File: config.mk
export PLATFORM = sky130hd
export DESIGN_NAME = bfd_scan
export DESIGN_NICKNAME = d
export VERILOG_FILES = /design/src/rtl/box_filter_downsample_2x2_assert.svh /design/src/rtl/bfd_pkg.sv /design/src/rtl/bfd_scan.sv
export SDC_FILE = /design/constraint.sdc
export NUM_CORES = 1
export LEC_CHECK = 0
export ABC_AREA = 1
export CORE_MARGIN = 5
export CORE_UTILIZATION = 55
export DETAILED_ROUTE_END_ITERATION = 7
export DONT_BUFFER_PORTS = 1
export PLACE_DENSITY = 0.72
export SKIP_CTS_REPAIR_TIMING = 1
export SYNTH_ARGS = -nofsm -noshare
export SYNTH_HDL_FRONTEND = slang
export SYNTH_SLANG_ARGS = --single-unit
File: constraint.sdc
create_clock -name clk -period 5.6 [get_ports clk]
set_input_delay 0.28 -clock clk [delete_from_list [all_inputs] [get_ports clk]]
set_output_delay 0.28 -clock clk [all_outputs]
set_load 0.03 [all_outputs]
File: src/rtl/box_filter_downsample_2x2_assert.svh
// assertion macros used by the downsampler top level
// no dependencies; the top level includes this header to check behavior
`ifndef BOX_FILTER_DOWNSAMPLE_2X2_ASSERT_SVH
`define BOX_FILTER_DOWNSAMPLE_2X2_ASSERT_SVH
`ifndef SYNTH
// condition in the same cycle implies consequence
`define BFD_ASSERT_IMPL(label, clk_i, rstn_i, ante, cons) \
  label: assert property (@(posedge clk_i) disable iff (!rstn_i) (ante) |-> (cons)) \
    else $error("bfd assertion failed");
// condition implies consequence in the next cycle
`define BFD_ASSERT_NEXT(label, clk_i, rstn_i, ante, cons) \
  label: assert property (@(posedge clk_i) disable iff (!rstn_i) (ante) |=> (cons)) \
    else $error("bfd assertion failed");
`else
`define BFD_ASSERT_IMPL(label, clk_i, rstn_i, ante, cons)
`define BFD_ASSERT_NEXT(label, clk_i, rstn_i, ante, cons)
`endif
`endif

File: src/rtl/bfd_pkg.sv
// shared types and constants of the 2x2 box filter downsampler
// no dependencies
`timescale 1ns / 1ps

package bfd_pkg;

  localparam int SAMPLE_W      = 16;
  localparam int SUM_W         = 17;
  localparam int WIDTH_W       = 13;
  localparam int HEIGHT_W      = 16;
  localparam int CFG_W         = 16;
  localparam int MAX_WIDTH_DEF = 4096;

  localparam logic [WIDTH_W-1:0]  WIDTH_RST  = 13'd4096;
  localparam logic [HEIGHT_W-1:0] HEIGHT_RST = 16'd4096;

  // configuration register indexes
  typedef enum logic [0:0] {
    REG_SOURCE_WIDTH  = 1'b0,
    REG_SOURCE_HEIGHT = 1'b1
  } bfd_reg_t;

  // decoded request handed from the scan stage to the averaging stage
  typedef struct packed {
    logic             emit;       // request produces an output pixel
    logic             use_store;  // add the stored pair sum of the even row
    logic [1:0]       shift;      // divide by 1, 2 or 4
    logic             last;       // final output pixel of the frame
    logic [SUM_W-1:0] pair;       // horizontal pair sum of this row
  } bfd_pix_t;

endpackage

File: src/rtl/bfd_scan.sv
// scan position tracking, configuration registers and per-request decode
// depends on bfd_pkg
`timescale 1ns / 1ps

module bfd_scan #(
  parameter int MAX_WIDTH = bfd_pkg::MAX_WIDTH_DEF,
  parameter int AW        = 11
) (
  input  logic                        clk,
  input  logic                        rst_n,
  input  logic                        cfg_we,
  input  logic [0:0]                  cfg_index,
  input  logic [bfd_pkg::CFG_W-1:0]   cfg_data,
  input  logic                        in_accept,
  input  logic [bfd_pkg::SAMPLE_W-1:0] sample,
  output bfd_pkg::bfd_pix_t           pix,
  output logic                        store_we,
  output logic                        store_re,
  output logic [AW-1:0]               store_addr
);
  import bfd_pkg::*;

  localparam int CW = (MAX_WIDTH > 2) ? $clog2(MAX_WIDTH) : 1;
  localparam int EW = (CW + 1 > WIDTH_W) ? CW + 1 : WIDTH_W;
  localparam logic [EW-1:0] MAXW = EW'(MAX_WIDTH);

  logic [WIDTH_W-1:0]  source_width_r;
  logic [HEIGHT_W-1:0] source_height_r;
  logic [CW-1:0]       col_r, col_nxt;
  logic [HEIGHT_W-1:0] row_r, row_nxt;
  logic [SUM_W-1:0]    pair_r;

  logic [EW-1:0]       w_eff, sw_ext, even_w, last_col, col_ext, col_inc;
  logic [HEIGHT_W-1:0] h_eff, even_h, last_row, row_c;
  logic [CW-1:0]       col_c;
  logic [HEIGHT_W:0]   row_inc;
  logic                w_one, h_one, hdone, wr_cond;
  logic [SUM_W-1:0]    pair_new;

  // effective frame size
  always_comb begin
    sw_ext = EW'(source_width_r);
    if (sw_ext == '0) begin
      w_eff = EW'(1);
    end else if (sw_ext > MAXW) begin
      w_eff = MAXW;
    end else begin
      w_eff = sw_ext;
    end
    h_eff    = (source_height_r == '0) ? HEIGHT_W'(1) : source_height_r;
    w_one    = (w_eff == EW'(1));
    h_one    = (h_eff == HEIGHT_W'(1));
    even_w   = {w_eff[EW-1:1], 1'b0};
    even_h   = {h_eff[HEIGHT_W-1:1], 1'b0};
    last_col = w_one ? '0 : even_w - EW'(1);
    last_row = h_one ? '0 : even_h - HEIGHT_W'(1);
  end

  // position of this request, pair sum and output decode
  always_comb begin
    if ((EW'(col_r) >= w_eff) || (row_r >= h_eff)) begin
      col_c = '0;
      row_c = '0;
    end else begin
      col_c = col_r;
      row_c = row_r;
    end
    col_ext = EW'(col_c);

    if (w_one || !col_c[0]) begin
      pair_new = SUM_W'(sample);
    end else begin
      pair_new = pair_r + SUM_W'(sample);
    end

    if (w_one) begin
      hdone = 1'b1;
    end else if (!col_c[0]) begin
      hdone = 1'b0;
    end else begin
      hdone = (col_ext < even_w);
    end

    pix.pair      = pair_new;
    pix.use_store = !h_one;
    pix.emit      = hdone && (h_one || row_c[0]);
    pix.last      = (col_ext == last_col) && (row_c == last_row);
    if (h_one) begin
      pix.shift = w_one ? 2'd0 : 2'd1;
    end else begin
      pix.shift = w_one ? 2'd1 : 2'd2;
    end

    wr_cond    = hdone && !h_one && !row_c[0] && (row_c < even_h);
    store_we   = in_accept && wr_cond;
    store_re   = in_accept && hdone && !h_one && row_c[0];
    store_addr = AW'(col_c >> 1);
  end

  // advance along the row, wrap to the next row and the next frame
  always_comb begin
    col_inc = col_ext + EW'(1);
    row_inc = {1'b0, row_c} + (HEIGHT_W + 1)'(1);
    if (col_inc >= w_eff) begin
      col_nxt = '0;
      row_nxt = (row_inc >= {1'b0, h_eff}) ? '0 : row_inc[HEIGHT_W-1:0];
    end else begin
      col_nxt = col_inc[CW-1:0];
      row_nxt = row_c;
    end
  end

  // configuration registers and scan state; a register write restarts the frame
  always_ff @(posedge clk) begin
    if (!rst_n) begin
      source_width_r  <= WIDTH_RST;
      source_height_r <= HEIGHT_RST;
      col_r           <= '0;
      row_r           <= '0;
      pair_r          <= '0;
    end else if (cfg_we) begin
      unique case (cfg_index)
        REG_SOURCE_WIDTH:  source_width_r  <= cfg_data[WIDTH_W-1:0];
        REG_SOURCE_HEIGHT: source_height_r <= cfg_data[HEIGHT_W-1:0];
      endcase
      col_r  <= '0;
      row_r  <= '0;
      pair_r <= '0;
    end else if (in_accept) begin
      col_r  <= col_nxt;
      row_r  <= row_nxt;
      pair_r <= pair_new;
    end
  end

endmodule

### Word-level counts from Yosys, hierarchy flattened

Cells that the tools add are included.

| word-level totals | value |
|---|---|
| register bits | 74 |
| bits of input ports | 37 |

| operators by class | value |
|---|---|
| multiplexer cells | 16 |
| reduce and logical (&&, ||, !) cells | 20 |
| $lt $le $gt $ge | 7 |
| add/sub/neg operators | 5 |
| equal/unequal tests | 4 |
| bitwise logic cells | 2 |

Operators with widths:

| operator | number |
|---|---|
| $mux 16 | 5 |
| $mux 13 | 3 |
| $mux 12 | 2 |
| $add 16x1->17 const B | 1 |
| $add 17x16->17 | 1 |
| $ge 17x16->1 | 1 |
| $mux 17 | 1 |
| $eq 16x1->1 const B | 1 |
| $eq 16x16->1 | 1 |
| $ge 16x16->1 | 1 |
| $logic_not 16->1 | 1 |
| $lt 16x16->1 | 1 |
| $sub 16x1->16 const B | 1 |
| $add 12x1->13 const B | 1 |
| $eq 12x13->1 | 1 |
| $eq 13x1->1 const B | 1 |
| $ge 12x13->1 | 1 |
| $ge 13x13->1 | 1 |
| $gt 13x13->1 const B | 1 |
| $logic_not 13->1 | 1 |
| $lt 12x13->1 | 1 |
| $sub 13x1->13 const B | 1 |
| $logic_and 1x1->1 | 9 |
| $mux 2 | 2 |
| other kinds (6) | 14 |

### Depth between registers and ports, before layout

| logic depth | value |
|---|---|
| word-level depth | 13 |
| depth in mapped cells | 42 |

### Worst setup path after synthesis

OpenSTA, ideal clock, no wires.

| path | value |
|---|---|
| kind | register -> register |
| start | register source_height_r[3] |
| end | register col_r[10] |
| data arrival time | 6057 ps |
| path slack | -528 ps |
| library setup time | 70 ps |
| cell stages (with the launch flop) | 33 |
| cell sequence | dfxtp_1 inv_1 nand3_1 nor2_1 nand4_1 clkbuf_1 inv_1 or2_2 ha_1 nand4_1 nor2_1 nor2_1 nand2_1 a21oi_4 nand2_4 buf_6 nor2_1 ha_1 nand2_2 nor3_4 nand3_1 xor2_1 ha_1 a21oi_1 o21ai_0 o21ai_0 a21oi_1 a211oi_1 inv_1 nor2_1 clkbuf_1 nand2_1 a21oi_1 |

| on the way | value |
|---|---|
| cells in the longest elaborated chain, start to end | 8 |

Ends and longest elaborated chain:

| element | line | source |
|---|---|---|
| from (decl) | bfd_scan.sv:28 | `logic [HEIGHT_W-1:0] source_height_r;` |
| from (signal assigned) | bfd_scan.sv:124 | `REG_SOURCE_HEIGHT: source_height_r <= cfg_data[HEIGHT_W-1:0];` |
| $logic_not 16->1 | bfd_scan.sv:50 | `h_eff = (source_height_r == '0) ? HEIGHT_W'(1) : source_height_r;` |
| $mux 16 * | bfd_scan.sv:50 |  |
| $ge 16x16->1 * | bfd_scan.sv:61 | `if ((EW'(col_r) >= w_eff) \|\| (row_r >= h_eff)) begin` |
| $logic_or 1x1->1 * | bfd_scan.sv:61 |  |
| $mux 12 * | bfd_scan.sv:61 |  |
| net store_addr[0] | bfd_scan.sv:19 | `output logic [AW-1:0] store_addr` |
| $add 12x1->13 * | bfd_scan.sv:102 | `col_inc = col_ext + EW'(1);` |
| $ge 13x13->1 | bfd_scan.sv:104 | `if (col_inc >= w_eff) begin` |
| $mux 12 * | bfd_scan.sv:104 |  |
| to (signal assigned) | bfd_scan.sv:130 | `col_r <= col_nxt;` |
| to (decl) | bfd_scan.sv:29 | `logic [CW-1:0] col_r, col_nxt;` |

Mark *: on every way through the listed nets, which the timed path passes. The rest lies on a longest branch.
A chain may end at the register's enable or synchronous reset.

### Final worst setup path

| path | value |
|---|---|
| start | register source_width_r[4] |
| end | output port store_we |

| on the way | value |
|---|---|
| cells in the longest elaborated chain, start to end | 13 |
| elaborated cells on any way between the ends | 18 |
| classes of those cells | order compare (4); eq/ne (1); mux (6); reduce/logical (7) |

Ends and longest elaborated chain:

| element | line | source |
|---|---|---|
| from (decl) | bfd_scan.sv:27 | `logic [WIDTH_W-1:0] source_width_r;` |
| from (signal assigned) | bfd_scan.sv:123 | `REG_SOURCE_WIDTH: source_width_r <= cfg_data[WIDTH_W-1:0];` |
| $gt 13x13->1 | bfd_scan.sv:45 | `end else if (sw_ext > MAXW) begin` |
| $mux 13 | bfd_scan.sv:45 |  |
| $mux 13 * | bfd_scan.sv:43 | `if (sw_ext == '0) begin` |
| $ge 12x13->1 * | bfd_scan.sv:61 |  |
| $logic_or 1x1->1 * | bfd_scan.sv:61 |  |
| $mux 12 * | bfd_scan.sv:61 |  |
| net store_addr[7] | bfd_scan.sv:19 |  |
| $lt 12x13->1 * | bfd_scan.sv:81 | `hdone = (col_ext < even_w);` |
| $mux 1 * | bfd_scan.sv:78 | `end else if (!col_c[0]) begin` |
| $mux 1 * | bfd_scan.sv:76 | `if (w_one) begin` |
| $logic_and 1x1->1 * (3 in series) | bfd_scan.sv:94 | `wr_cond = hdone && !h_one && !row_c[0] && (row_c < even_h);` |
| $logic_and 1x1->1 * | bfd_scan.sv:95 | `store_we = in_accept && wr_cond;` |
| to (decl) | bfd_scan.sv:17 | `output logic store_we,` |

Marks and branches as above.

==> out/qor.yml <==
rsz_0062_raised_after_global_routing: "false"
root_buffer: "clkbuf_16"
drt-initial-drc-count: 514
max_slew.worst_pin.slew_ps: 1020
crit_path_top_delay_cell: "dfxtp_1"
postSynth.topFlopCell: "dfxtp_1"
fmaxAchievable_mhz: 194
global_route.usage.met2_pct: 49.1
drt_wl_total_um: 23500
chipWidth_um: 129
relSlewSlack_pct: 31.1
layout.cells.most_common: "nand2_1"
insertedDiodeCount: 0
final_area_um2: 8450
synth_edf_count: 0
syn-cell-area_um2: 7730
initial_utilization_pct: 55.9
cap_violations: 0
post-route-drc-count: 0
met1_usage_pct: 36.9
num-fill-cells: 1412
cts-htree-levels: 3
timing.critical_path.to_type: "output port"
ys_ff_latch: 74
min_period_ps: 5160
signal_arrival_time_at_the_worst_endpoint_ps: 4880
final_min_period_over_clock_period_pct: 92.1
drtAntennaViolNets: 0
synth_warnings: 0
detailroute.via_count: 7893
detail_route.first_pass.iterations: 5
cts_made_buffers: 9
place.detailed.hpwl_um: 18900
post_detailed_route_via_to_cell_ratio: 5.52
most-common-layout-cells: "nand2_1, inv_1, nor2_1"
postSynthNetCount: 1378
std_cell_rows: 43
grt.overflow.total: 0
setup-violations-final: 0
seq_total_area_yosys_pct: 19.2
cts_tree: "done"
ir_worst_vdd_v: 0.000184
io_buffers: 0
worst_clock_skew_ps: 10.8
setup_total_negative_slack_ps: 0
grt_max_degree: 43
synthesis.instances: 1236
path_clk_slew_ps: 70
status: "completed"
worst-endpoint-required_ps: 5320
synthToLayoutAreaGrowth_pct: 9.26
synth.lib_cells_used.distinct: 51
detail_route.wl_per_cell_um: 16.4
grt_pass1_vias: 7508
final_net_count: 1388
global_router_s_overall_resource_usage_pct: 29.3
place_congestion: 0.981
grt_util_met3_pct: 5.94
hold_path_class: "primary input to flip-flop"
post-place-cells: 1413
total_leakage_power_uw: 0.00442
pin_count: 72
die_height_um: 129
post_synth.cell_area_avg_um2: 6.25
post_dp_cell_area_um2: 8070
timing_worst_setup_path_type: "flip-flop to output port"
clock_sinks: 74
coreArea_um2: 13800
synth-async-reset-ratio_pct: 0
final_max_slew_viol_count: 0
initial_antenna_violation_count: 1
top_usage_layer: "met2"
path_max_fanout: 14
number_of_cells_in_the_finished_layout_apart_from_fillers: 1431
critical_path.max_stage_delay_ps: 390
layout-drive-gt1-share_pct: 8.71
dieArea_um2: 16500
worst_setup_path_start_kind: "flip-flop"
clock_insertion_delay_worst_skew_ps: 360
power.density_nw_per_um2: 201
timing.critical_path.mode_cell: "nand2_1"
timing.final.hold_violations: 0
global_route_wire_length_before_repair_um: 38400
cts_buffer_depth: 2
[flip-flops by register name, summed over array words and instances (netlist names)]
register,count
col_r,12
pair_r,17
row_r,16
source_height_r,16
source_width_r,13
[stage by stage]
step                total power [uW]  util [%]  setup WS [ps]  hold WS [ps]
floorplan                        956         -           18.8           410
global placement                1070      58.3            356           375
detailed placement              1070      58.3            265           382
CTS                             1690      60.6            117          1.82
global route                    1800      61.1           9.65          8.90
finish                          1700      61.1            440          12.5
[final cells by class]
type,instances,area (um^2),share of cell area [%]
Multi-Input combinational cell,948,5480,64.9
Clock inverter,6,71.3,0.844
Tap cell,180,225,2.67
Clock buffer,10,239,2.83
Sequential cell,74,1480,17.5
Inverter,180,683,8.09
Timing Repair Buffer,33,264,3.13
[final timing paths]
kind | start | endpoint | slack [ps] | cells after the start
worst min register to register | col_r[0] | col_r[0] | 470 | 2
worst max register to register | source_height_r[3] | row_r[13] | 510 | 30
worst min-delay path | in_accept | pair_r[1] | 10 | 1
worst max-delay path | source_width_r[4] | store_we | 440 | 31
[cell usage after synthesis, types with 3 or more instances]
cell type | n | area, um^2
or2_2 | 3 | 18.8
a21oi_1 | 108 | 541
ha_1 | 104 | 1300
xnor2_1 | 12 | 105
o21ai_0 | 99 | 495
nor2_1 | 139 | 522
nor2_4 | 10 | 113
a31oi_1 | 3 | 18.8
inv_2 | 9 | 33.8
nand2_1 | 284 | 1070
nor3_2 | 3 | 30.0
nand4_1 | 30 | 188
dfxtp_1 | 74 | 1480
inv_1 | 169 | 634
o211ai_1 | 5 | 37.5
clkbuf_1 | 30 | 113
nor2_2 | 5 | 31.3
xor2_1 | 26 | 228
nand2_2 | 7 | 43.8
nand3_1 | 68 | 340
nor3_1 | 10 | 50.1
o31ai_1 | 3 | 22.5
[power by group]
part           total [uW]  internal, uW  switching [uW]
clock                 626           362             264
sequential            569           549            20.4
combinational         506           166             339
total                1700          1080             624
[per-layer routing]
metal / up-vias / wire length [um]
li1: 4068 / -
met1: 3478 / 10300
met2: 270 / 10800
met3: 75 / 1550
met4: 2 / 894
met5: - / 13
[cell families (layout without fill, tap and decap cells)]
kind of cell / Yosys count / count (layout) / synth area share (%)
DFF: 74 / 74 / 19.2
and+or+nand+nor: 572 / 572 / 32.7
buffers and inverters: 214 / 229 / 10.6
adders and majority gates: 105 / 105 / 17.1
AOI/OAI and AO/OA: 232 / 232 / 16.0
xor gates and xnor gates: 39 / 39 / 4.52
[critical path, delay by kind of cell (launching register included)]
family                     cells  cell delay [ps]
buffers and inverters          3              630
AOI/OAI and AO/OA              3              380
DFF                            1              390
and+or+nand+nor               23             2450
adders and majority gates      2              690
No activity file was read; power rests on OpenSTA's default activity.
