`config.mk`:
```
export PLATFORM = sky130hd
export DESIGN_NAME = bfd_average
export DESIGN_NICKNAME = d
export VERILOG_FILES = /design/src/rtl/box_filter_downsample_2x2_assert.svh /design/src/rtl/bfd_pkg.sv /design/src/rtl/bfd_average.sv
export SDC_FILE = /design/constraint.sdc
export NUM_CORES = 1
export LEC_CHECK = 0
export ABC_AREA = 0
export BUFFER_PORTS_ARGS = -buffer_cell sky130_fd_sc_hd__clkbuf_2
export CORE_MARGIN = 8
export CORE_UTILIZATION = 40
export CTS_BUF_LIST = sky130_fd_sc_hd__clkbuf_2 sky130_fd_sc_hd__clkbuf_4 sky130_fd_sc_hd__clkbuf_8
export DETAILED_ROUTE_END_ITERATION = 8
export GPL_TIMING_DRIVEN = 0
export PLACE_DENSITY = 0.66
export SKIP_LAST_GASP = 1
export SLEW_MARGIN = 20
export SYNTH_ARGS = -nofsm -noshare
export SYNTH_HDL_FRONTEND = slang
export SYNTH_SLANG_ARGS = --single-unit
```
`constraint.sdc`:
```
create_clock -name clk -period 3.7 [get_ports clk]
set_input_delay 0.185 -clock clk [delete_from_list [all_inputs] [get_ports clk]]
set_output_delay 0.185 -clock clk [all_outputs]
set_load 0.005 [all_outputs]
```
`src/rtl/box_filter_downsample_2x2_assert.svh`:
```
// assertion macros used by the downsampler top level
// no dependencies; the top level includes this header to check behavior
`ifndef BOX_FILTER_DOWNSAMPLE_2X2_ASSERT_SVH
`define BOX_FILTER_DOWNSAMPLE_2X2_ASSERT_SVH
`ifndef SYNTH
// condition in the same cycle implies consequence
`define BFD_ASSERT_IMPL(label, clk_i, rstn_i, ante, cons) \
  label: assert property (@(posedge clk_i) disable iff (!rstn_i) (ante) |-> (cons)) \
    else $error("bfd assertion failed");
// condition implies consequence in the next cycle
`define BFD_ASSERT_NEXT(label, clk_i, rstn_i, ante, cons) \
  label: assert property (@(posedge clk_i) disable iff (!rstn_i) (ante) |=> (cons)) \
    else $error("bfd assertion failed");
`else
`define BFD_ASSERT_IMPL(label, clk_i, rstn_i, ante, cons)
`define BFD_ASSERT_NEXT(label, clk_i, rstn_i, ante, cons)
`endif
`endif

```
`src/rtl/bfd_pkg.sv`:
```
// shared types and constants of the 2x2 box filter downsampler
// no dependencies
`timescale 1ns / 1ps

package bfd_pkg;

  localparam int SAMPLE_W      = 16;
  localparam int SUM_W         = 17;
  localparam int WIDTH_W       = 13;
  localparam int HEIGHT_W      = 16;
  localparam int CFG_W         = 16;
  localparam int MAX_WIDTH_DEF = 4096;

  localparam logic [WIDTH_W-1:0]  WIDTH_RST  = 13'd4096;
  localparam logic [HEIGHT_W-1:0] HEIGHT_RST = 16'd4096;

  // configuration register indexes
  typedef enum logic [0:0] {
    REG_SOURCE_WIDTH  = 1'b0,
    REG_SOURCE_HEIGHT = 1'b1
  } bfd_reg_t;

  // decoded request handed from the scan stage to the averaging stage
  typedef struct packed {
    logic             emit;       // request produces an output pixel
    logic             use_store;  // add the stored pair sum of the even row
    logic [1:0]       shift;      // divide by 1, 2 or 4
    logic             last;       // final output pixel of the frame
    logic [SUM_W-1:0] pair;       // horizontal pair sum of this row
  } bfd_pix_t;

endpackage

```
`src/rtl/bfd_average.sv`:
```
// decode register, vertical sum and divide, output register with stall
// depends on bfd_pkg
`timescale 1ns / 1ps

module bfd_average (
  input  logic                         clk,
  input  logic                         rst_n,
  input  logic                         in_accept,
  input  bfd_pkg::bfd_pix_t            pix,
  input  logic [bfd_pkg::SUM_W-1:0]    store_rdata,
  output logic                         in_stall,
  output logic                         s1_busy,
  output logic                         out_valid,
  input  logic                         out_stall,
  output logic [bfd_pkg::SAMPLE_W-1:0] out_averaged_sample,
  output logic                         out_frame_last
);
  import bfd_pkg::*;

  logic                s1_valid_r;
  bfd_pix_t            s1_r;
  logic                out_valid_r;
  logic [SAMPLE_W-1:0] avg_r, avg_nxt;
  logic                last_r;
  logic                s1_adv;
  logic [SUM_W:0]      total;

  // the decode stage moves on when the output register is free or being taken
  assign s1_adv   = !out_valid_r || !out_stall;
  assign in_stall = s1_valid_r && !s1_adv;
  assign s1_busy  = s1_valid_r;

  // add the stored even-row pair sum and divide by the sample count
  always_comb begin
    total   = {1'b0, s1_r.pair} + (s1_r.use_store ? {1'b0, store_rdata} : '0);
    avg_nxt = SAMPLE_W'(total >> s1_r.shift);
  end

  // control of both stages
  always_ff @(posedge clk) begin
    if (!rst_n) begin
      s1_valid_r  <= 1'b0;
      out_valid_r <= 1'b0;
    end else begin
      if (in_accept) begin
        s1_valid_r <= pix.emit;
      end else if (s1_adv) begin
        s1_valid_r <= 1'b0;
      end
      if (s1_adv) begin
        out_valid_r <= s1_valid_r;
      end
    end
  end

  // payload of both stages
  always_ff @(posedge clk) begin
    if (in_accept) begin
      s1_r <= pix;
    end
    if (s1_adv) begin
      avg_r  <= avg_nxt;
      last_r <= s1_r.last;
    end
  end

  assign out_valid           = out_valid_r;
  assign out_averaged_sample = avg_r;
  assign out_frame_last      = last_r;

endmodule

```
Word-level counts from Yosys, hierarchy flattened
Index checks and enable logic that the tools add are counted.

Output and inout bits: 20. Logic and storage cells: 19. Register bits: 40.

Add/sub/neg operators: 1. Shift operators: 1. Reductions and logical operators: 6. Mux-type cells: 3.

Operators by type and width (count): $add A17 B17 Y18 (1); $shr A18 B2 Y16 (1); $mux W17 (1); $logic_not A1 Y1 (3); $mux W1 (2); $reduce_bool A2 Y1 (1); $logic_and A1 B1 Y1 (1); $logic_or A1 B1 Y1 (1).

Logic depth before layout (Yosys ltp)
Gate-level depths: netlist of run 1.

Word-level depth: 4. Gate-level depth with buffers: 10.

Worst setup path after synthesis of run 1
Ideal clock, no wire load.

Kind: register to register. Start: register s1_r[20] in the netlist's numbering. End: register avg_r[10], in the netlist out_averaged_sample[10] (data pin). Stages on the path, launching flop included: 11. Period minus slack after synthesis: 2890 ps. Arrival time: 2626 ps. Path buffers: 1. Slack: 810 ps. Cell sequence: edfxtp_1 clkbuf_1 and2_1 ha_1 fa_1 a211oi_2 o21ai_2 a211oi_2 mux2_2 a21oi_2 nor4b_4.

Cells in the longest elaborated chain, start to end: 3.

RTL lines: start: declaration (line bfd_average.sv:21) `bfd_pix_t s1_r;`; start signal: assignment (line bfd_average.sv:59) `s1_r <= pix;`; $mux W17 (line bfd_average.sv:35) `total = {1'b0, s1_r.pair} + (s1_r.use_store ? {1'b0, store_rdata} : '0);`; $add A17 B17 Y18 (line bfd_average.sv:35); $shr A18 B2 Y16 (line bfd_average.sv:36) `avg_nxt = SAMPLE_W'(total >> s1_r.shift);`; via avg_nxt[10] (line bfd_average.sv:23) `logic [SAMPLE_W-1:0] avg_r, avg_nxt;`; end signal: assignment (line bfd_average.sv:62) `avg_r <= avg_nxt;`; end: declaration (line bfd_average.sv:23).

The timed path passes the listed nets, and every way through them passes these cells. A chain may end at the register's enable or synchronous reset.

Worst setup path after layout of run 1
Start: register s1_r[20] in the netlist's numbering. End: register avg_r[13], in the netlist out_averaged_sample[13] (data pin).

The elaborated chain is that of the path after synthesis.

==> impl_metrics.toml, run 1 <==
[run_status]
status = "complete, no violations"

[floorplan]
die_y_um = 101
fp.dieArea_um2 = 10200
fp-row-count = 31
core_um2 = 7140
pin_count = 63
initial_core_util = 0.405
dieWidth_um = 101

[sta]
slew_headroom = 0.571
finalSetupViolCount = 0
setup_tns_ns = 0
max_freq_mhz = 301
whs_ns = 0.0564
max_slew.worst_pin.slew_ns = 0.643
finalWorstSetupSlack_ns = 0.374
hold_viol_final = 0
final_max_slew_viol_count = 0
period_share = 0.899
fin_crit_ns = 3.33
rsz0062_at_grt = "no"
fin_worst_skew_ns = 0.00463

[route]
first_pass_iters = 4
routed_wirelength_um = 6400
drt_iter0_drc = 72
ant_nets = 0
route.vias.total = 2320
vias_per_cell = 5.25
wire_per_inst_um = 14.5
drc_errors = 0

[clock_network]
cts_sinks = 40
htree_levels = 2
cts_resized = 0
cts_buffers = 5
clock-root-buffer = "clkbuf_8"
clk_pin_slew_worst_paths_ns = 0.08
cts_buffer_depth = 2
clkLatencyLatePin_ns = 0.30
cts_tree = "done"
postCtsHoldBufs = 0
cts_setup_buffers = 0

[critical_path]
path_buf_inv = 1
r2r_slack_ns = 0.37
critPathCaptureType = "flip-flop"
critical-path-max-stage-delay_ns = 0.48
worstPathCellList = "clkbuf_1 > and2_1 > ha_1 > fa_1 > a211oi_2 > o21ai_2 > a31oi_1 > nor4b_2 > o221ai_1 > a211oi_2"
crit_start = "s1_r[20]"
slowest_stage = "edfxtp_1"
path_class = "reg -> reg"
path_delay_family = "compound AO/OA/AOI/OAI gates"
critPathMostFrequentCell = "a211oi_2"
timing.critical_path.required_ns = 3.83
startpoint_type = "flip-flop"
worst_ep_arrival_time_ns = 3.46
reg2reg_from = "s1_r[20]"
worstPathMaxFanout = 10

[min_path]
min_from = "pix[7]"
worstHoldPathType = "in -> reg"

[global_route]
grt_antenna_before_repair = 0
gr-total-overflow = 0
grt_pass1_wl_um = 10500
grt_pass1_vias = 2381
grt_usage = 0.128
grt_max_degree = 23

[power]
p_seq_frac = 0.410
max-vdd-ir-drop_uv = 149
intPower_w = 0.00100
p_sw_w = 0.000467
combPwrFrac = 0.344
p_clk_frac = 0.246
p_leak_nw = 1.44
p_sw_frac = 0.318
power_density_nw_per_um2 = 427

[synthesis]
mappedNetlistArea_um2 = 2890
syn-num-nets = 334
yosysSeqAreaShare = 0.409
synth_area_per_cell_um2 = 10.6
async_flop_share = 0
synth.area.top_cells = "edfxtp_1, ha_1, a21oi_1"
synth_flop_cell = "edfxtp_1"
synthCells = 273
synth_top_cell_by_area = "edfxtp_1"
synth-edff-count = 38
yosys_warnings = 0
ys_ff_latch = 40
synth_cell_type_count = 60
yosysTopAreaCellShare = 0.395

[place]
port_buffers = 62
dp.cells = 434
place_congestion = 0.913
postPlaceCellArea_um2 = 3320
dp_hpwl_um = 5170
dp_slack_ns = 0.341

[job]
cap_violations = 0

[finish]
drive_above_1_share = 0.294
area_delta_synth_final_pct = 18.9
final_cell_mix = "clkbuf_2, edfxtp_1, a21oi_1"
fin_nets = 403
final_common_cell = "clkbuf_2"
final_cell_area_um2 = 3440
fin_cells = 442
insertedDiodeCount = 0
==> per-layer routing <==
metal | global-route usage | share of wire | vias up
li1 | - | - | 1186
met1 | 0.150 | 0.44 | 1070
met2 | 0.212 | 0.49 | 58
met3 | 0.0380 | 0.060 | 6
met4 | 0.0515 | 0.012 | 0
met5 | 0 | 0 | -
==> power groups by stage <==
stage	Clock, W	Combinational, W	Sequential, W
after CTS	0.000374	0.000506	0.000603
final	0.000362	0.000504	0.000601
after global routing	0.000388	0.000563	0.000609
after global placement	0	0.000493	0.000612
after detailed placement	0	0.000504	0.000613
after floorplan	0	0.000341	0.000619
==> worst paths after layout <==
| path | endpoint | cells past startpoint |
|---|---|---|
| max reg2reg | out_averaged_sample[13] | 10 |
| min | s1_r[7] | 1 |
| max | out_averaged_sample[13] | 10 |
| min reg2reg | out_frame_last | 0 |
==> Yosys cell counts, drive strengths merged, types with 3 or more instances <==
cell type   n
mux2        4
a31oi       3
clkbuf      6
nand3       4
or3         7
inv         6
a211oi      7
nor2       17
o221ai      3
and3        4
and2       19
nor4b       4
o21ai      11
nand2      22
ha         17
a21oi      27
xnor2       7
edfxtp     38
o211ai      7
xor2        4
buf         6
a21o        6
mux2i      12
==> logic make-up (layout without fill, tap and decap cells) <==
family / Yosys count / in the layout / synth area share
adder cells (fa/ha/maj): 18 / 18 / 0.0805
AO/OA/AOI/OAI: 84 / 84 / 0.218
multiplexers: 16 / 16 / 0.0571
flip-flops: 40 / 40 / 0.409
buffers and inverters: 18 / 88 / 0.0268
XOR/XNOR: 11 / 11 / 0.0333
AND/OR/NAND/NOR: 86 / 86 / 0.175
==> final cells by class <==
class / count / area [um^2]
timing repair buffer: 62 / 310
inverter: 6 / 22.5
sequential: 40 / 1180
clock buffer: 5 / 68.8
multi-input combinational: 215 / 1630
buffer: 12 / 55.1
tap: 99 / 124
clock inverter: 3 / 42.5
fill: 714 / 3700
==> metrics by stage <==
step / utilization / power, W
2_1_floorplan: - / 0.000960
3_3_place_gp: 0.466 / 0.00110
3_5_place_dp: 0.466 / 0.00112
4_1_cts: 0.481 / 0.00148
5_1_grt: 0.481 / 0.00156
6_report: 0.481 / 0.00147
==> state kept, by name (all words and copies together) (netlist names) <==
register and flops:
out_valid 1, s1_busy 1, s1_r 21, out_frame_last 1, out_averaged_sample 16
Note: power is estimated with default switching activity, not from simulation.
==> run 2: changes to the inputs <==
--- a/config.mk
+++ b/config.mk
@@ -5,14 +5,14 @@
 export SDC_FILE = /design/constraint.sdc
 export NUM_CORES = 1
 export LEC_CHECK = 0
-export ABC_AREA = 0
+export ABC_AREA = 1
 export BUFFER_PORTS_ARGS = -buffer_cell sky130_fd_sc_hd__clkbuf_2
 export CORE_MARGIN = 8
-export CORE_UTILIZATION = 40
+export CORE_UTILIZATION = 57
 export CTS_BUF_LIST = sky130_fd_sc_hd__clkbuf_2 sky130_fd_sc_hd__clkbuf_4 sky130_fd_sc_hd__clkbuf_8
 export DETAILED_ROUTE_END_ITERATION = 8
 export GPL_TIMING_DRIVEN = 0
-export PLACE_DENSITY = 0.66
+export PLACE_DENSITY = 0.87
 export SKIP_LAST_GASP = 1
 export SLEW_MARGIN = 20
 export SYNTH_ARGS = -nofsm -noshare
==> impl_metrics.toml, run 2 <==
[run_status]
status = "complete, no violations"

[sta]
max_freq_mhz = 362
setup_tns_ns = 0
hold_viol_final = 0
rsz0062_at_grt = "no"
slew_headroom = 0.562
period_share = 0.748
fin_crit_ns = 2.77
max_slew.worst_pin.slew_ns = 0.656
finalSetupViolCount = 0
final_max_slew_viol_count = 0
fin_worst_skew_ns = 0.00673

[synthesis]
syn-num-nets = 437
yosysTopAreaCellShare = 0.391
mappedNetlistArea_um2 = 2920
yosys_warnings = 0
synth_area_per_cell_um2 = 7.76
yosysSeqAreaShare = 0.405
yosys.cell_count.top_type = "nand2_1"
ys_ff_latch = 40
synth_top_cell_by_area = "edfxtp_1"
synth-edff-count = 38
synth_cell_type_count = 30
synth_flop_cell = "edfxtp_1"
synth.area.top_cells = "edfxtp_1, nand2_1, nand3_1"
async_flop_share = 0
synthCells = 376
synth_commonest_cells = "nand2_1, inv_1, nand3_1"

[floorplan]
die_y_um = 87.6
fp-row-count = 26
dieWidth_um = 87.6
pin_count = 63
fp.dieArea_um2 = 7670
core_um2 = 5010
initial_core_util = 0.583

[finish]
fill_cells = 438
final_common_cell = "nand2_1"
area_delta_synth_final_pct = 17.2
fin_nets = 506
largest_register_ffs = 21
multi_input_area_um2 = 1400
register_area_um2 = 1180
insertedDiodeCount = 0
top_register = "s1_r"
drive_above_1_share = 0.244
final_cell_mix = "nand2_1, inv_1, clkbuf_2"

[critical_path]
worst_ep_arrival_time_ns = 2.81
path_class = "reg -> reg"
reg2reg_from = "s1_r[20]"
timing.critical_path.required_ns = 3.74
regToRegEndpoint = "out_averaged_sample[12]"
worstPathMaxFanout = 10
r2r_slack_ns = 0.93
critPathCaptureType = "flip-flop"
reg2reg_depth = 16
startpoint_type = "flip-flop"

[global_route]
grt_pass1_vias = 2378
grt_antenna_before_repair = 0
grt_usage = 0.164
gr-total-overflow = 0
grt_max_degree = 24
grt_pass1_wl_um = 10000

[route]
drc_errors = 0
first_pass_iters = 4
drt_iter0_drc = 89
wire_per_inst_um = 11.6
routed_wirelength_um = 6000
vias_per_cell = 4.75
route.vias.total = 2451
ant_nets = 0

[clock_network]
htree_levels = 2
cts_sinks = 40
cts_buffers = 5
cts_tree = "done"
cts_buffer_depth = 2
clk_pin_slew_worst_paths_ns = 0.07
cts_setup_buffers = 0
clock-root-buffer = "clkbuf_8"
postCtsHoldBufs = 0
cts_resized = 0
clkLatencyLatePin_ns = 0.29

[power]
power_density_nw_per_um2 = 393
p_total_w = 0.00134
p_leak_nw = 1.88
max-vdd-ir-drop_uv = 169

[min_path]
worstHoldPathType = "in -> reg"
whs_endpoint = "s1_r[10]"
hold_depth = 1
min_from = "pix[10]"

[place]
place_congestion = 0.890
port_buffers = 62
dp_hpwl_um = 5050

[job]
cap_violations = 0
run 2: changes by cell type after synthesis, sizes merged, moves of 7 or more:
cell,change
o211ai,-7
inv,+64
nand2,+109
nand3,+55
mux2i,-11
or3,-7
a21oi,-13
and2,-19
a211oi,-7
run 2: metal layers:
layer | part of all wire | vias up | global-route usage | routed length [um]
li1 | - | 1335 | - | -
met1 | 0.45 | 1044 | 0.195 | 2720
met2 | 0.47 | 63 | 0.285 | 2850
met3 | 0.056 | 9 | 0.0356 | 338
met4 | 0.016 | 0 | 0.0531 | 95
met5 | 0 | - | 0 | 0
run 2: layout make-up:
| class | instances | share of cell area |
|---|---|---|
| Clock buffer | 8 | 0.0304 |
| Multi-Input combinational cell | 256 | 0.408 |
| Tap cell | 70 | 0.0256 |
| Timing Repair Buffer | 62 | 0.0907 |
| Inverter | 72 | 0.0790 |
| Sequential cell | 40 | 0.345 |
| Buffer | 8 | 0.0212 |
run 2: how the worst max path moves through the flow:
stage                   from                 endpoint  slack [ns]  cells past startpoint
floorplan           s1_r[20]  out_averaged_sample[11]        1.36                     16
global placement    s1_r[20]   out_averaged_sample[8]        1.04                     14
detailed placement  s1_r[20]   out_averaged_sample[8]        0.96                     14
CTS                 s1_r[20]   out_averaged_sample[8]        0.93                     14
global route        s1_r[20]  out_averaged_sample[12]        0.64                     16
finish              s1_r[20]  out_averaged_sample[12]        0.93                     16
run 2: cells by family after synthesis:
| kind of cell | after synthesis | share of synthesized area |
|---|---|---|
| fa+ha+maj | 18 | 0.0797 |
| compound gates | 23 | 0.0429 |
| simple gates | 209 | 0.337 |
| mux | 1 | 0.00343 |
| buf+inv | 80 | 0.117 |
| flops | 40 | 0.405 |
| xor+xnor | 5 | 0.0150 |
run 2: power breakdown:
| group | switching (W) | leakage [nW] | internal, W |
|---|---|---|---|
| combinational | 0.000265 | 1.42 | 0.000172 |
| clock | 0.000143 | 0.0549 | 0.000177 |
| sequential | 0.0000157 | 0.403 | 0.000571 |
| total | 0.000423 | 1.88 | 0.000920 |
run 2: through the flow:
stage                util  worst slack (ns)  area [um^2]  hold WS, ns  std cells
global placement    0.662              1.04         3320        0.362        508
floorplan               -              1.36         2920        0.274        376
finish              0.683             0.934         3420       0.0675        516
detailed placement  0.662             0.965         3320        0.364        508
global route        0.683             0.636         3420       0.0561        516
CTS                 0.683             0.926         3420       0.0632        516
run 2: worst max-delay path, stage by stage (launching register included):
cell      delay [ns]
edfxtp_1        0.36
clkbuf_1        0.21
clkbuf_1        0.27
nand2_1         0.11
inv_1           0.04
ha_1            0.20
fa_1            0.41
nand2_1         0.08
nand2_1         0.12
nand3_2         0.12
nand2_2         0.10
nand2_1         0.10
nand2_1         0.05
nand2_1         0.09
nand3_1         0.11
nand3_1         0.10
nand2_1         0.05
==> run 3: changes to the inputs <==
--- a/config.mk
+++ b/config.mk
@@ -8,11 +8,11 @@
 export ABC_AREA = 1
 export BUFFER_PORTS_ARGS = -buffer_cell sky130_fd_sc_hd__clkbuf_2
 export CORE_MARGIN = 8
-export CORE_UTILIZATION = 57
+export CORE_UTILIZATION = 51
 export CTS_BUF_LIST = sky130_fd_sc_hd__clkbuf_2 sky130_fd_sc_hd__clkbuf_4 sky130_fd_sc_hd__clkbuf_8
 export DETAILED_ROUTE_END_ITERATION = 8
 export GPL_TIMING_DRIVEN = 0
-export PLACE_DENSITY = 0.87
+export PLACE_DENSITY = 0.82
 export SKIP_LAST_GASP = 1
 export SLEW_MARGIN = 20
 export SYNTH_ARGS = -nofsm -noshare
==> constraint.sdc (replaced) <==
create_clock -name clk -period 2.4 [get_ports clk]
set_input_delay 0.12 -clock clk [delete_from_list [all_inputs] [get_ports clk]]
set_output_delay 0.12 -clock clk [all_outputs]
set_load 0.005 [all_outputs]
==> impl_metrics.toml, run 3 (synthesis results as in run 2) <==
[route]
route.vias.total = 2670
highest_layer = "met4"
wire_per_inst_um = 13.8
drt_iter0_drc = 188
first_pass_iters = 5
vias_per_cell = 4.94
routed_wirelength_um = 7450
wl_met1_um = 3050
ant_nets = 0
drc_errors = 0
wl_met2_um = 3740
wl_met3_um = 531

[global_route]
grt_pass1_wl_um = 10700
grt_pass1_vias = 2470
grt_max_degree = 24
gr-total-overflow = 0
grt_usage = 0.154
grt_antenna_before_repair = 0

[floorplan]
fp.dieArea_um2 = 8400
die_y_um = 91.7
pin_count = 63
dieWidth_um = 91.7
core_um2 = 5510
initial_core_util = 0.530
fp-row-count = 27

[finish]
final_common_cell = "nand2_1"
fin_cells = 540
final_cell_mix = "nand2_1, inv_1, clkbuf_2"
insertedDiodeCount = 0
largest_register_ffs = 21
drive_above_1_share = 0.335
fin_nets = 528
final_cell_area_um2 = 3990
top_register = "s1_r"
area_delta_synth_final_pct = 36.7

[power]
p_leak_nw = 2.08
max-vdd-ir-drop_uv = 414
power_density_nw_per_um2 = 592

[min_path]
worstHoldPathType = "in -> reg"
min_from = "pix[15]"

[place]
dp_hpwl_um = 5100
place_congestion = 0.846
postPlaceCellArea_um2 = 3320
dp.cells = 510
port_buffers = 62

[critical_path]
critPathMostFrequentCell = "nand2_4"
slowest_stage = "edfxtp_1"
path_buf_inv = 2
crit_start = "s1_r[20]"
reg2reg_from = "s1_r[20]"
path_delay_family = "simple AND/OR/NAND/NOR gates"
path_class = "reg -> reg"
worstPathCellList = "clkbuf_16 > nand2_1 > inv_1 > ha_1 > or2_1 > nand3_4 > nand2_4 > nand2_4 > nand2_2 > nand2_4 > nand3_2 > nand3_2 > nand2_1"
worstPathMaxFanout = 5
critical-path-max-stage-delay_ns = 0.48
timing.critical_path.required_ns = 2.46
r2r_slack_ns = 0.002
worst_ep_arrival_time_ns = 2.46
startpoint_type = "flip-flop"
critPathCaptureType = "flip-flop"

[sta]
fin_worst_skew_ns = 0.00773
rsz0062_at_grt = "yes"
slew_headroom = 0.560
hold_viol_final = 0
final_max_slew_viol_count = 0
period_share = 0.999
finalSetupViolCount = 0
fin_crit_ns = 2.40
max_freq_mhz = 417
max_slew.worst_pin.slew_ns = 0.658

[clock_network]
clock-root-buffer = "clkbuf_8"
clk_pin_slew_worst_paths_ns = 0.08
clkLatencyLatePin_ns = 0.30
cts_tree = "done"
cts_buffer_depth = 2
cts_buffers = 5
cts_sinks = 40
htree_levels = 2

[job]
cap_violations = 0

[run_status]
status = "complete, no violations"
run 3: cell types whose count changed in the layout (fill, tap and decap cells not counted), sizes merged:
cell | previous run | this run
dlygate4sd3 | 0 | 20
buf | 2 | 5
clkbuf | 76 | 74
bufinv | 0 | 1
run 3: layer usage:
metal  vias up  GRT usage
met5         -          0
met4         0     0.0559
met3        11     0.0391
met2       102      0.268
met1      1177      0.178
li1       1380          -
run 3: layout make-up:
cell class,instances,area [um^2]
timing repair buffer,85,554
multi-input combinational,256,1690
inverter,72,270
clock inverter,1,30.0
clock buffer,7,96.3
tap,72,90.1
fill,429,1520
buffer,7,80.1
sequential,40,1180
run 3: timing repair:
action | in CTS | in global routing
gates cloned | 0 | 1
pin swaps | 0 | 12
setup buffers | 1 | 1
hold endpoints to repair | 20 | 0
resized for setup | 5 | 60
hold buffers | 20 | 0
endpoints found under the setup margin | 16 | 15
run 3: worst register-to-register path, cell delays in order (launching register included):
cell	delay, ns
edfxtp_1	0.48
clkbuf_16	0.21
nand2_1	0.06
inv_1	0.04
ha_1	0.33
or2_1	0.35
nand3_4	0.12
nand2_4	0.08
nand2_4	0.09
nand2_2	0.07
nand2_4	0.10
nand3_2	0.10
nand3_2	0.09
nand2_1	0.05
run 3: metrics by stage:
step,setup slack (ns),TNS (ns),power (W),utilization,hold WS [ns]
2_1_floorplan,0.0602,0,0.00139,-,0.209
3_3_place_gp,-0.278,-3.60,0.00158,0.603,0.296
3_5_place_dp,-0.360,-4.72,0.00160,0.603,0.299
4_1_cts,0.0182,0,0.00223,0.666,0.00719
5_1_grt,-0.0885,-0.661,0.00248,0.725,0.0104
6_report,0.00217,0,0.00236,0.725,0.00940
run 3: power by group:
part / switching (W) / leakage, nW / internal [W]
clock: 0.000240 / 0.0645 / 0.000367
combinational: 0.000490 / 1.61 / 0.000353
sequential: 0.0000321 / 0.403 / 0.000880
run 3: path summary, 6_finish.rpt:
check,to,depth (start not counted)
setup / recovery,out_averaged_sample[13],13
setup reg to reg,out_averaged_sample[13],13
hold / removal,s1_r[15],1
hold reg to reg,out_frame_last,0
